===== src/hdl/gray_tone_quantizer_macros.svh =====
// Assertion macros shared by the gray tone quantizer modules.
`ifndef GRAY_TONE_QUANTIZER_MACROS_SVH
`define GRAY_TONE_QUANTIZER_MACROS_SVH

// The condition must hold at every clock edge outside reset.
`define GTQ_ASSERT(label, cond, msg) \
    label: assert property (@(posedge aclk) disable iff (!aresetn) (cond)) else $error(msg);

// When the antecedent holds, the consequent holds in the same cycle.
`define GTQ_ASSERT_IMP(label, ante, cons, msg) \
    label: assert property (@(posedge aclk) disable iff (!aresetn) \
        (ante) |-> (cons)) else $error(msg);

// When the antecedent holds, the consequent holds in the next cycle.
`define GTQ_ASSERT_NXT(label, ante, cons, msg) \
    label: assert property (@(posedge aclk) disable iff (!aresetn) \
        (ante) |=> (cons)) else $error(msg);

`endif


===== src/hdl/gtq_pkg.sv =====
// Shared types and constants of the gray tone quantizer.
`default_nettype none
package gtq_pkg;

    // Operation codes carried in s_tuser.
    localparam logic [1:0] OP_CLEAR = 2'd0;
    localparam logic [1:0] OP_SCAN  = 2'd1;
    localparam logic [1:0] OP_MAP   = 2'd2;

    // Register word index of tone_count on the configuration port.
    localparam logic REG_TONE_COUNT = 1'b0;

    localparam logic [8:0] TONE_COUNT_RESET = 9'd256;
    localparam logic [7:0] TONE_MIN_RESET   = 8'd255;
    localparam logic [7:0] TONE_MAX_RESET   = 8'd0;

    // Divider: 17-bit dividend, 10-bit divisor, quotient known to fit 9 bits.
    localparam int DVD_W     = 17;
    localparam int DVS_W     = 10;
    localparam int DIV_STEPS = 9;
    localparam int DIV_CNT_W = $clog2(DIV_STEPS + 1);

    // Queue depth between front and back.
    localparam int QUEUE_DEPTH = 2;
    localparam int QPTR_W      = $clog2(QUEUE_DEPTH);
    localparam int QCNT_W      = $clog2(QUEUE_DEPTH + 1);

    // One classified map word handed from front to back.
    typedef struct packed {
        logic       quant;   // pixel is requantized, else it passes unchanged
        logic [7:0] c0;
        logic [7:0] c1;
        logic [7:0] c2;
        logic [7:0] d;       // saturated offset of c0 above the range minimum
        logic [8:0] r;       // range size, 2..256 when quant is set
        logic [7:0] n;       // tone count, below r when quant is set
        logic [7:0] tmin;
    } gtq_job_t;

    typedef enum logic [2:0] {
        B_IDLE,
        B_MUL1,
        B_START1,
        B_DIV1,
        B_MUL2,
        B_START2,
        B_DIV2,
        B_DONE
    } gtq_back_state_t;

endpackage
`default_nettype wire


===== src/hdl/gtq_front.sv =====
// Front end: accepts words, tracks the tone range and classifies map words.
`default_nettype none
module gtq_front (
    input  wire logic              aclk,
    input  wire logic              aresetn,
    input  wire logic              s_valid,
    input  wire logic [1:0]        s_op,
    input  wire logic [7:0]        s_c0,
    input  wire logic [7:0]        s_c1,
    input  wire logic [7:0]        s_c2,
    output logic                   s_ready,
    input  wire logic [8:0]        tone_count,
    input  wire logic              q_full,
    output logic                   q_push,
    output gtq_pkg::gtq_job_t      q_job
);
    import gtq_pkg::*;

    logic [7:0] tmin_reg, tmin_next;
    logic [7:0] tmax_reg, tmax_next;
    logic       accept;
    logic       rng_ok;
    logic [8:0] rng;
    logic       quant;
    logic [7:0] d;

    assign s_ready = !q_full;
    assign accept  = s_valid && s_ready;
    assign q_push  = accept && (s_op == OP_MAP);

    always_comb begin
        tmin_next = tmin_reg;
        tmax_next = tmax_reg;
        if (accept) begin
            unique case (s_op)
                OP_CLEAR: begin
                    tmin_next = TONE_MIN_RESET;
                    tmax_next = TONE_MAX_RESET;
                end
                OP_SCAN: begin
                    if (s_c0 > tmax_reg) tmax_next = s_c0;
                    if (s_c0 < tmin_reg) tmin_next = s_c0;
                end
                default: ;
            endcase
        end
    end

    always_ff @(posedge aclk) begin
        if (!aresetn) begin
            tmin_reg <= TONE_MIN_RESET;
            tmax_reg <= TONE_MAX_RESET;
        end else begin
            tmin_reg <= tmin_next;
            tmax_reg <= tmax_next;
        end
    end

    // An empty range wraps here, but quant is then forced low.
    assign rng_ok = (tmax_reg >= tmin_reg);
    assign rng    = {1'b0, tmax_reg} - {1'b0, tmin_reg} + 9'd1;
    assign quant  = rng_ok && (tone_count != 9'd0) && (tone_count < rng);

    // Gray levels outside the scanned range clamp to its ends.
    always_comb begin
        priority if (s_c0 < tmin_reg) begin
            d = 8'd0;
        end else if (s_c0 > tmax_reg) begin
            d = rng[7:0] - 8'd1;
        end else begin
            d = s_c0 - tmin_reg;
        end
    end

    always_comb begin
        q_job.quant = quant;
        q_job.c0    = s_c0;
        q_job.c1    = s_c1;
        q_job.c2    = s_c2;
        q_job.d     = d;
        q_job.r     = rng;
        q_job.n     = tone_count[7:0];
        q_job.tmin  = tmin_reg;
    end

endmodule
`default_nettype wire


===== src/hdl/gtq_queue.sv =====
// Two-entry queue of classified map words between front and back.
`default_nettype none
module gtq_queue (
    input  wire logic              aclk,
    input  wire logic              aresetn,
    input  wire logic              push,
    input  wire gtq_pkg::gtq_job_t push_job,
    output logic                   full,
    input  wire logic              pop,
    output logic                   pop_valid,
    output gtq_pkg::gtq_job_t      pop_job
);
    import gtq_pkg::*;

    gtq_job_t          entry_reg [QUEUE_DEPTH];
    logic [QPTR_W-1:0] wr_ptr_reg, wr_ptr_next;
    logic [QPTR_W-1:0] rd_ptr_reg, rd_ptr_next;
    logic [QCNT_W-1:0] count_reg, count_next;

    assign full      = (count_reg == QCNT_W'(QUEUE_DEPTH));
    assign pop_valid = (count_reg != '0);
    assign pop_job   = entry_reg[rd_ptr_reg];

    always_comb begin
        wr_ptr_next = wr_ptr_reg;
        rd_ptr_next = rd_ptr_reg;
        count_next  = count_reg;
        if (push) wr_ptr_next = wr_ptr_reg + 1'b1;
        if (pop)  rd_ptr_next = rd_ptr_reg + 1'b1;
        if (push && !pop)      count_next = count_reg + 1'b1;
        else if (pop && !push) count_next = count_reg - 1'b1;
    end

    always_ff @(posedge aclk) begin
        if (!aresetn) begin
            wr_ptr_reg <= '0;
            rd_ptr_reg <= '0;
            count_reg  <= '0;
        end else begin
            wr_ptr_reg <= wr_ptr_next;
            rd_ptr_reg <= rd_ptr_next;
            count_reg  <= count_next;
        end
    end

    always_ff @(posedge aclk) begin
        if (push) entry_reg[wr_ptr_reg] <= push_job;
    end

    `include "gray_tone_quantizer_macros.svh"

    `GTQ_ASSERT(a_count_bound, count_reg <= QCNT_W'(QUEUE_DEPTH), "queue count above depth")
    `GTQ_ASSERT_IMP(a_pop_nonempty, pop, count_reg != '0, "pop from empty queue")

endmodule
`default_nettype wire


===== src/hdl/gtq_div.sv =====
// Radix-2 restoring divider, one quotient bit per cycle.
`default_nettype none
module gtq_div (
    input  wire logic                          aclk,
    input  wire logic                          aresetn,
    input  wire logic                          start,
    input  wire logic [gtq_pkg::DVD_W-1:0]     dividend,
    input  wire logic [gtq_pkg::DVS_W-1:0]     divisor,
    output logic                               done,
    output logic [gtq_pkg::DIV_STEPS-1:0]      quotient
);
    import gtq_pkg::*;

    logic                 busy_reg, busy_next;
    logic                 done_reg, done_next;
    logic [DIV_CNT_W-1:0] cnt_reg, cnt_next;
    logic [DVS_W-1:0]     rem_reg;
    logic [DVS_W-1:0]     dvs_reg;
    logic [DIV_STEPS-1:0] qd_reg;
    logic [DVS_W-1:0]     trial;
    logic                 ge;

    // The quotient fits DIV_STEPS bits, so the upper dividend bits already
    // form a partial remainder below the divisor.
    assign trial = {rem_reg[DVS_W-2:0], qd_reg[DIV_STEPS-1]};
    assign ge    = (trial >= dvs_reg);

    always_comb begin
        busy_next = busy_reg;
        cnt_next  = cnt_reg;
        done_next = 1'b0;
        if (start) begin
            busy_next = 1'b1;
            cnt_next  = DIV_CNT_W'(DIV_STEPS);
        end else if (busy_reg) begin
            cnt_next = cnt_reg - 1'b1;
            if (cnt_reg == DIV_CNT_W'(1)) begin
                busy_next = 1'b0;
                done_next = 1'b1;
            end
        end
    end

    always_ff @(posedge aclk) begin
        if (!aresetn) begin
            busy_reg <= 1'b0;
            done_reg <= 1'b0;
            cnt_reg  <= '0;
        end else begin
            busy_reg <= busy_next;
            done_reg <= done_next;
            cnt_reg  <= cnt_next;
        end
    end

    always_ff @(posedge aclk) begin
        if (start) begin
            rem_reg <= DVS_W'(dividend[DVD_W-1:DIV_STEPS]);
            qd_reg  <= dividend[DIV_STEPS-1:0];
            dvs_reg <= divisor;
        end else if (busy_reg) begin
            rem_reg <= ge ? (trial - dvs_reg) : trial;
            qd_reg  <= {qd_reg[DIV_STEPS-2:0], ge};
        end
    end

    assign done     = done_reg;
    assign quotient = qd_reg;

endmodule
`default_nettype wire


===== src/hdl/gtq_back.sv =====
// Back end: requantizes map words with a shared multiplier and divider.
`default_nettype none
module gtq_back (
    input  wire logic              aclk,
    input  wire logic              aresetn,
    input  wire logic              q_valid,
    input  wire gtq_pkg::gtq_job_t q_job,
    output logic                   q_pop,
    output logic                   m_tvalid,
    input  wire logic              m_tready,
    output logic [23:0]            m_tdata
);
    import gtq_pkg::*;

    gtq_back_state_t  state_reg, state_next;
    gtq_job_t         job_reg;
    logic [DVD_W-1:0] prod_reg;
    logic [7:0]       bin_reg;
    logic             out_valid_reg, out_valid_next;
    logic [23:0]      out_data_reg;

    logic             mul_sel2;
    logic [8:0]       mul_a;
    logic [8:0]       mul_b;
    logic [17:0]      mul_p;
    logic             div_start;
    logic [DVS_W-1:0] div_divisor;
    logic             div_done;
    logic [DIV_STEPS-1:0] div_q;
    logic             load_out;
    logic [7:0]       tone_q;

    gtq_div u_div (
        .aclk     (aclk),
        .aresetn  (aresetn),
        .start    (div_start),
        .dividend (prod_reg),
        .divisor  (div_divisor),
        .done     (div_done),
        .quotient (div_q)
    );

    always_comb begin
        state_next = state_reg;
        unique case (state_reg)
            B_IDLE:   if (q_valid) state_next = q_job.quant ? B_MUL1 : B_DONE;
            B_MUL1:   state_next = B_START1;
            B_START1: state_next = B_DIV1;
            B_DIV1:   if (div_done) state_next = B_MUL2;
            B_MUL2:   state_next = B_START2;
            B_START2: state_next = B_DIV2;
            B_DIV2:   if (div_done) state_next = B_DONE;
            B_DONE:   if (!out_valid_reg || m_tready) state_next = B_IDLE;
        endcase
    end

    always_comb begin
        q_pop     = (state_reg == B_IDLE) && q_valid;
        div_start = (state_reg == B_START1) || (state_reg == B_START2);
        mul_sel2  = (state_reg == B_MUL2);
        load_out  = (state_reg == B_DONE) && (!out_valid_reg || m_tready);
        // First division by 2r, second by 2n.
        div_divisor = (state_reg == B_START2) ? {1'b0, job_reg.n, 1'b0}
                                              : {job_reg.r, 1'b0};
    end

    // (2d+1)*n first, then (2*bin+1)*r.
    assign mul_a  = mul_sel2 ? {bin_reg, 1'b1} : {job_reg.d, 1'b1};
    assign mul_b  = mul_sel2 ? job_reg.r : {1'b0, job_reg.n};
    assign mul_p  = mul_a * mul_b;
    assign tone_q = job_reg.tmin + div_q[7:0];

    always_comb begin
        out_valid_next = out_valid_reg;
        if (load_out)      out_valid_next = 1'b1;
        else if (m_tready) out_valid_next = 1'b0;
    end

    always_ff @(posedge aclk) begin
        if (!aresetn) begin
            state_reg     <= B_IDLE;
            out_valid_reg <= 1'b0;
        end else begin
            state_reg     <= state_next;
            out_valid_reg <= out_valid_next;
        end
    end

    always_ff @(posedge aclk) begin
        if (q_pop) job_reg <= q_job;
        if ((state_reg == B_MUL1) || (state_reg == B_MUL2)) prod_reg <= mul_p[DVD_W-1:0];
        if ((state_reg == B_DIV1) && div_done) bin_reg <= div_q[7:0];
        if ((state_reg == B_DIV2) && div_done) begin
            job_reg.c0 <= tone_q;
            job_reg.c1 <= tone_q;
            job_reg.c2 <= tone_q;
        end
        if (load_out) out_data_reg <= {job_reg.c2, job_reg.c1, job_reg.c0};
    end

    assign m_tvalid = out_valid_reg;
    assign m_tdata  = out_data_reg;

    `include "gray_tone_quantizer_macros.svh"

    `GTQ_ASSERT_IMP(a_div_done_state, div_done,
        (state_reg == B_DIV1) || (state_reg == B_DIV2), "divider result outside a wait state")
    `GTQ_ASSERT_NXT(a_done_loads, (state_reg == B_DONE) && !out_valid_reg,
        out_valid_reg && (state_reg == B_IDLE), "finished word not moved to output")

endmodule
`default_nettype wire


===== src/hdl/gray_tone_quantizer.sv =====
// Top level of the gray tone quantizer: ports, tone count register, wiring.
//
// Use: software streams a frame twice on the s_ channel. s_tuser carries the
// operation: clear resets the tone range, scan widens it with the gray level
// in s_tdata[7:0], map requantizes one pixel and yields one result word on
// the m_ channel. Clear, scan and unused codes yield no result.
// tone_count is written over the APB port at byte address 0 while idle; it
// resets to 256, which lets every pixel pass unchanged.
// Throughput: clear and scan words are taken one per cycle while the queue
// has room. A passed map word occupies the back end for the pop and the
// output load; a requantized one for the pop, then twice a multiply, a
// divider start and a divider wait (nine quotient steps and a done step),
// then the output load. From the accepting edge a pixel passes the queue,
// these back end steps and the output register before m_tvalid rises.
// A two-word queue sits between the classifying front end and the back end,
// and the result sits in an output register, so the front keeps accepting
// while a result waits on m_tready. When the queue is full s_tready drops.
// Reset (aresetn low, synchronous) empties the queue and output register and
// restores the empty range and the tone count of 256.
`default_nettype none
module gray_tone_quantizer (
    input  wire logic        aclk,
    input  wire logic        aresetn,
    // Input words.
    input  wire logic        s_tvalid,
    output logic             s_tready,
    input  wire logic [23:0] s_tdata,   // chan0 [7:0], chan1 [15:8], chan2 [23:16]
    input  wire logic [1:0]  s_tuser,   // op [1:0]
    // Result words.
    output logic             m_tvalid,
    input  wire logic        m_tready,
    output logic [23:0]      m_tdata,   // out0 [7:0], out1 [15:8], out2 [23:16]
    // Configuration port.
    input  wire logic        psel,
    input  wire logic        penable,
    input  wire logic        pwrite,
    input  wire logic [2:0]  paddr,
    input  wire logic [31:0] pwdata,
    output logic [31:0]      prdata,
    output logic             pready
);
    import gtq_pkg::*;

    logic [8:0] tone_count_reg, tone_count_next;
    logic       cfg_write;
    logic       q_full;
    logic       q_push;
    logic       q_pop;
    logic       q_valid;
    gtq_job_t   push_job;
    gtq_job_t   pop_job;

    // The port never waits; registers are word aligned, so paddr[2] picks one.
    assign pready    = 1'b1;
    assign cfg_write = psel && penable && pwrite && pready;

    always_comb begin
        tone_count_next = tone_count_reg;
        if (cfg_write && (paddr[2] == REG_TONE_COUNT)) tone_count_next = pwdata[8:0];
    end

    always_ff @(posedge aclk) begin
        if (!aresetn) begin
            tone_count_reg <= TONE_COUNT_RESET;
        end else begin
            tone_count_reg <= tone_count_next;
        end
    end

    assign prdata = (paddr[2] == REG_TONE_COUNT) ? {23'd0, tone_count_reg} : 32'd0;

    // The front end snapshots the range and tone count with each map word,
    // so later scans cannot disturb words already queued.
    gtq_front u_front (
        .aclk       (aclk),
        .aresetn    (aresetn),
        .s_valid    (s_tvalid),
        .s_op       (s_tuser),
        .s_c0       (s_tdata[7:0]),
        .s_c1       (s_tdata[15:8]),
        .s_c2       (s_tdata[23:16]),
        .s_ready    (s_tready),
        .tone_count (tone_count_reg),
        .q_full     (q_full),
        .q_push     (q_push),
        .q_job      (push_job)
    );

    gtq_queue u_queue (
        .aclk      (aclk),
        .aresetn   (aresetn),
        .push      (q_push),
        .push_job  (push_job),
        .full      (q_full),
        .pop       (q_pop),
        .pop_valid (q_valid),
        .pop_job   (pop_job)
    );

    gtq_back u_back (
        .aclk     (aclk),
        .aresetn  (aresetn),
        .q_valid  (q_valid),
        .q_job    (pop_job),
        .q_pop    (q_pop),
        .m_tvalid (m_tvalid),
        .m_tready (m_tready),
        .m_tdata  (m_tdata)
    );

endmodule
`default_nettype wire

===== config.mk =====
export PLATFORM = sky130hd
export DESIGN_NAME = gray_tone_quantizer
export DESIGN_NICKNAME = d
export VERILOG_FILES = /design/src/hdl/gtq_pkg.sv /design/src/hdl/gtq_front.sv /design/src/hdl/gtq_queue.sv /design/src/hdl/gtq_div.sv /design/src/hdl/gtq_back.sv /design/src/hdl/gray_tone_quantizer.sv
export VERILOG_INCLUDE_DIRS = /design/src /design/src/hdl
export SDC_FILE = /design/constraint.sdc
export NUM_CORES = 1
export LEC_CHECK = 0
export BUFFER_PORTS_ARGS = -buffer_cell sky130_fd_sc_hd__clkbuf_2
export CAP_MARGIN = 20
export CORE_MARGIN = 2
export CORE_UTILIZATION = 55
export DETAILED_ROUTE_END_ITERATION = 12
export MAX_ROUTING_LAYER = met4
export PLACE_DENSITY = 0.81
export SYNTH_ARGS = -nofsm -noshare
export SYNTH_HDL_FRONTEND = slang
export SYNTH_SLANG_ARGS = --single-unit

===== constraint.sdc =====
create_clock -name aclk -period 7.7 [get_ports aclk]
set_clock_uncertainty 0.05 [all_clocks]
set_input_delay 1.155 -clock aclk [delete_from_list [all_inputs] [get_ports aclk]]
set_output_delay 1.155 -clock aclk [all_outputs]
set_load 0.01 [all_outputs]

==> impl_metrics.tcl <==
set metrics [dict create \
    synth_cell_types 75 \
    critical_path.endpoint_type "register" \
    wirelength_mm 30.59 \
    final.period_utilization_pct 79.39 \
    ctsHoldBuffers 0 \
    synth_cells 1275 \
    ff_latch_area_mm2 0.008269 \
    cts_tree "yes" \
    start_kind "register" \
    cp_max_fo 27 \
    syn_to_final_growth_pct 10.59 \
    postRouteAntennaNets 0 \
    yosys_warnings 0 \
    synth_area_per_cell_um2 12.25 \
    initial_core_util_pct 56.09 \
    cts.sinks 289 \
    cts_buffers 28 \
    drv_cap 0 \
    antenna_found_initial 0 \
    startpoint "u_back.state_reg[2]$_SDFFE_PN0P_" \
    grtUsageTotal_pct 21.41 \
    min_from "u_back.job_reg[45]$_DFFE_PP_" \
    final_cell_mix "edfxtp_1 (248), inv_1 (138), nand2_1 (120)" \
    drc 0 \
    hp-class "reg2reg" \
    max_freq_mhz 163.6 \
    reg2reg_depth 17 \
    grt_overflow_total 0 \
    layout_min_cycle_time_ps 6113 \
    worst-endpoint-arrival_ps 6330 \
    vias_per_cell 5.428 \
    io_buffers 77 \
    drt_iter0_drc 703 \
    status "completed" \
    timing.rr.start "u_back.state_reg[2]$_SDFFE_PN0P_" \
    largest_register_ffs 116 \
    final_common_cell "edfxtp_1" \
    synthArstFlopShare_pct 0 \
    grt_start_max_net_pins 59 \
    synthFlopType "edfxtp_1" \
    diodes 0 \
    die_h_um 172.6 \
    setup-violations-final 0 \
    whs_path_depth 0 \
    dieArea_mm2 0.02977 \
    slew_viol_final 0 \
    critical_path_class "reg2reg" \
    hpwl_mm 22.56 \
    multi_input_area_mm2 0.006586 \
    nFillCells 2085 \
    slew_headroom_pct 33.09 \
    routabilityCongestion 0.8951 \
    drt-pass1-iter-count 4 \
    nNetsFinal 1576 \
    synth_edf_count 248 \
    row_count 61 \
    clockRootBuffer "clkbuf_16" \
    post_cts_buffers 0 \
    first_global_vias 9632 \
    layout-drive-gt1-share_pct 14.89 \
    crit_required_ps 7920 \
    via_count 9526 \
    core_area_mm2 0.02786 \
    hold_violations 0 \
    rsz0062_at_grt "no" \
    routedWlPerCell_um 17.43 \
    io_pins 127 \
    ctsResizeCount 0 \
    syn-cell-area_mm2 0.01562 \
    yosysSeqAreaShare_pct 52.91 \
    fp.dieW_um 172.6 \
    ys_ff_latch 289 \
    cts_buffer_depth 3 \
    cts_max_level 1 \
    grt_pass1_wl_mm 49.45 \
    tightest_slew_ps 1004 \
    clk_latency_ps 530 \
    path_clk_slew_ps 60 \
    finalSetupTns_ps 0 \
]
## worst max-delay path, stage by stage, from the launching register on
cell	delay [ps]
dfxtp_1	560
nand2b_1	160
nor2_2	120
buf_4	340
mux2i_1	730
nor2_1	140
fa_1	510
inv_1	50
fa_1	470
fa_1	520
fa_1	560
inv_1	40
ha_1	370
a21o_1	210
or4_1	410
o22ai_1	300
o31ai_1	140
xor2_1	150
## Yosys cell counts (3+ instances only)
| cell | number | share of area [%] |
|---|---|---|
| a211o_1 | 3 | 0.17 |
| o21a_1 | 12 | 0.58 |
| and2_1 | 14 | 0.56 |
| dfxtp_1 | 41 | 5.3 |
| or4_1 | 4 | 0.19 |
| o21bai_1 | 5 | 0.24 |
| nor2_1 | 66 | 1.6 |
| a211oi_1 | 9 | 0.43 |
| o21ai_1 | 12 | 0.38 |
| fa_1 | 56 | 7.2 |
| mux2i_1 | 47 | 3.0 |
| nand2b_1 | 15 | 0.60 |
| edfxtp_1 | 248 | 48 |
| a21o_1 | 13 | 0.62 |
| and3_1 | 6 | 0.24 |
| nor2b_1 | 17 | 0.68 |
| o31ai_1 | 4 | 0.19 |
| o22ai_1 | 11 | 0.44 |
| mux2_2 | 52 | 3.7 |
| inv_1 | 138 | 3.3 |
| buf_2 | 12 | 0.38 |
| o21ai_0 | 37 | 1.2 |
| buf_4 | 26 | 1.2 |
| xor2_1 | 15 | 0.84 |
| a21boi_0 | 15 | 0.72 |
| nand4_1 | 6 | 0.24 |
| ha_1 | 97 | 7.8 |
| xnor2_1 | 28 | 1.6 |
| nand2_1 | 120 | 2.9 |
| or3_1 | 6 | 0.24 |
| nor3_1 | 19 | 0.61 |
| buf_1 | 4 | 0.096 |
| a21oi_1 | 32 | 1.0 |
| nand3_1 | 22 | 0.70 |
| clkbuf_1 | 13 | 0.31 |
## cell families after synthesis
logic type	count (synthesis)	share of synthesized area (%)
other	2	0.04806
adder cells (fa/ha/maj)	153	14.94
buffers and inverters	197	5.557
AO/OA/AOI/OAI	178	7.712
flip-flops	289	52.91
multiplexers	99	6.758
AND/OR/NAND/NOR	313	9.553
XOR/XNOR	44	2.514
## worst paths after layout
kind	endpoint	slack (ps)
worst min register to register	u_back.m_tdata[12]$_DFFE_PP_	370
worst min-delay path	u_back.m_tdata[12]$_DFFE_PP_	370
worst max register to register	u_back.prod_reg[15]$_DFFE_PP_	1590
worst max-delay path	u_back.prod_reg[15]$_DFFE_PP_	1590
## per-stage QoR
step	hold slack, ps	area, um^2	std cells	utilization, %	setup slack [ps]
global placement	351.6	16270	1699	58.41	1825
floorplan	350.3	15710	1297	-	2312
finish	367.3	17280	1755	62.03	1587
CTS	368.5	17230	1752	61.86	1672
detailed placement	354.5	16290	1700	58.49	1713
global route	371.4	17280	1755	62.03	1259
## metal layers
metal	share of wire (%)	GRT usage, %	wire length [um]	up-vias
met2	48	34.67	14620	255
met3	4.8	2.507	1483	62
met4	2.7	5.983	814	0
li1	-	-	-	4604
met1	45	28.88	13670	4605
met5	0	-	0	-
## layout make-up
class / instances / area share (%)
repair buffers: 86 / 2.838
inverters: 139 / 3.019
multi-input cells: 811 / 38.11
clock inverters: 12 / 0.6517
clock buffers: 40 / 4.786
well taps: 378 / 2.737
flip-flops and latches: 289 / 47.85
Power is not shown: default switching activity piles up to over one toggle a cycle in this logic, so the estimate is an artifact.
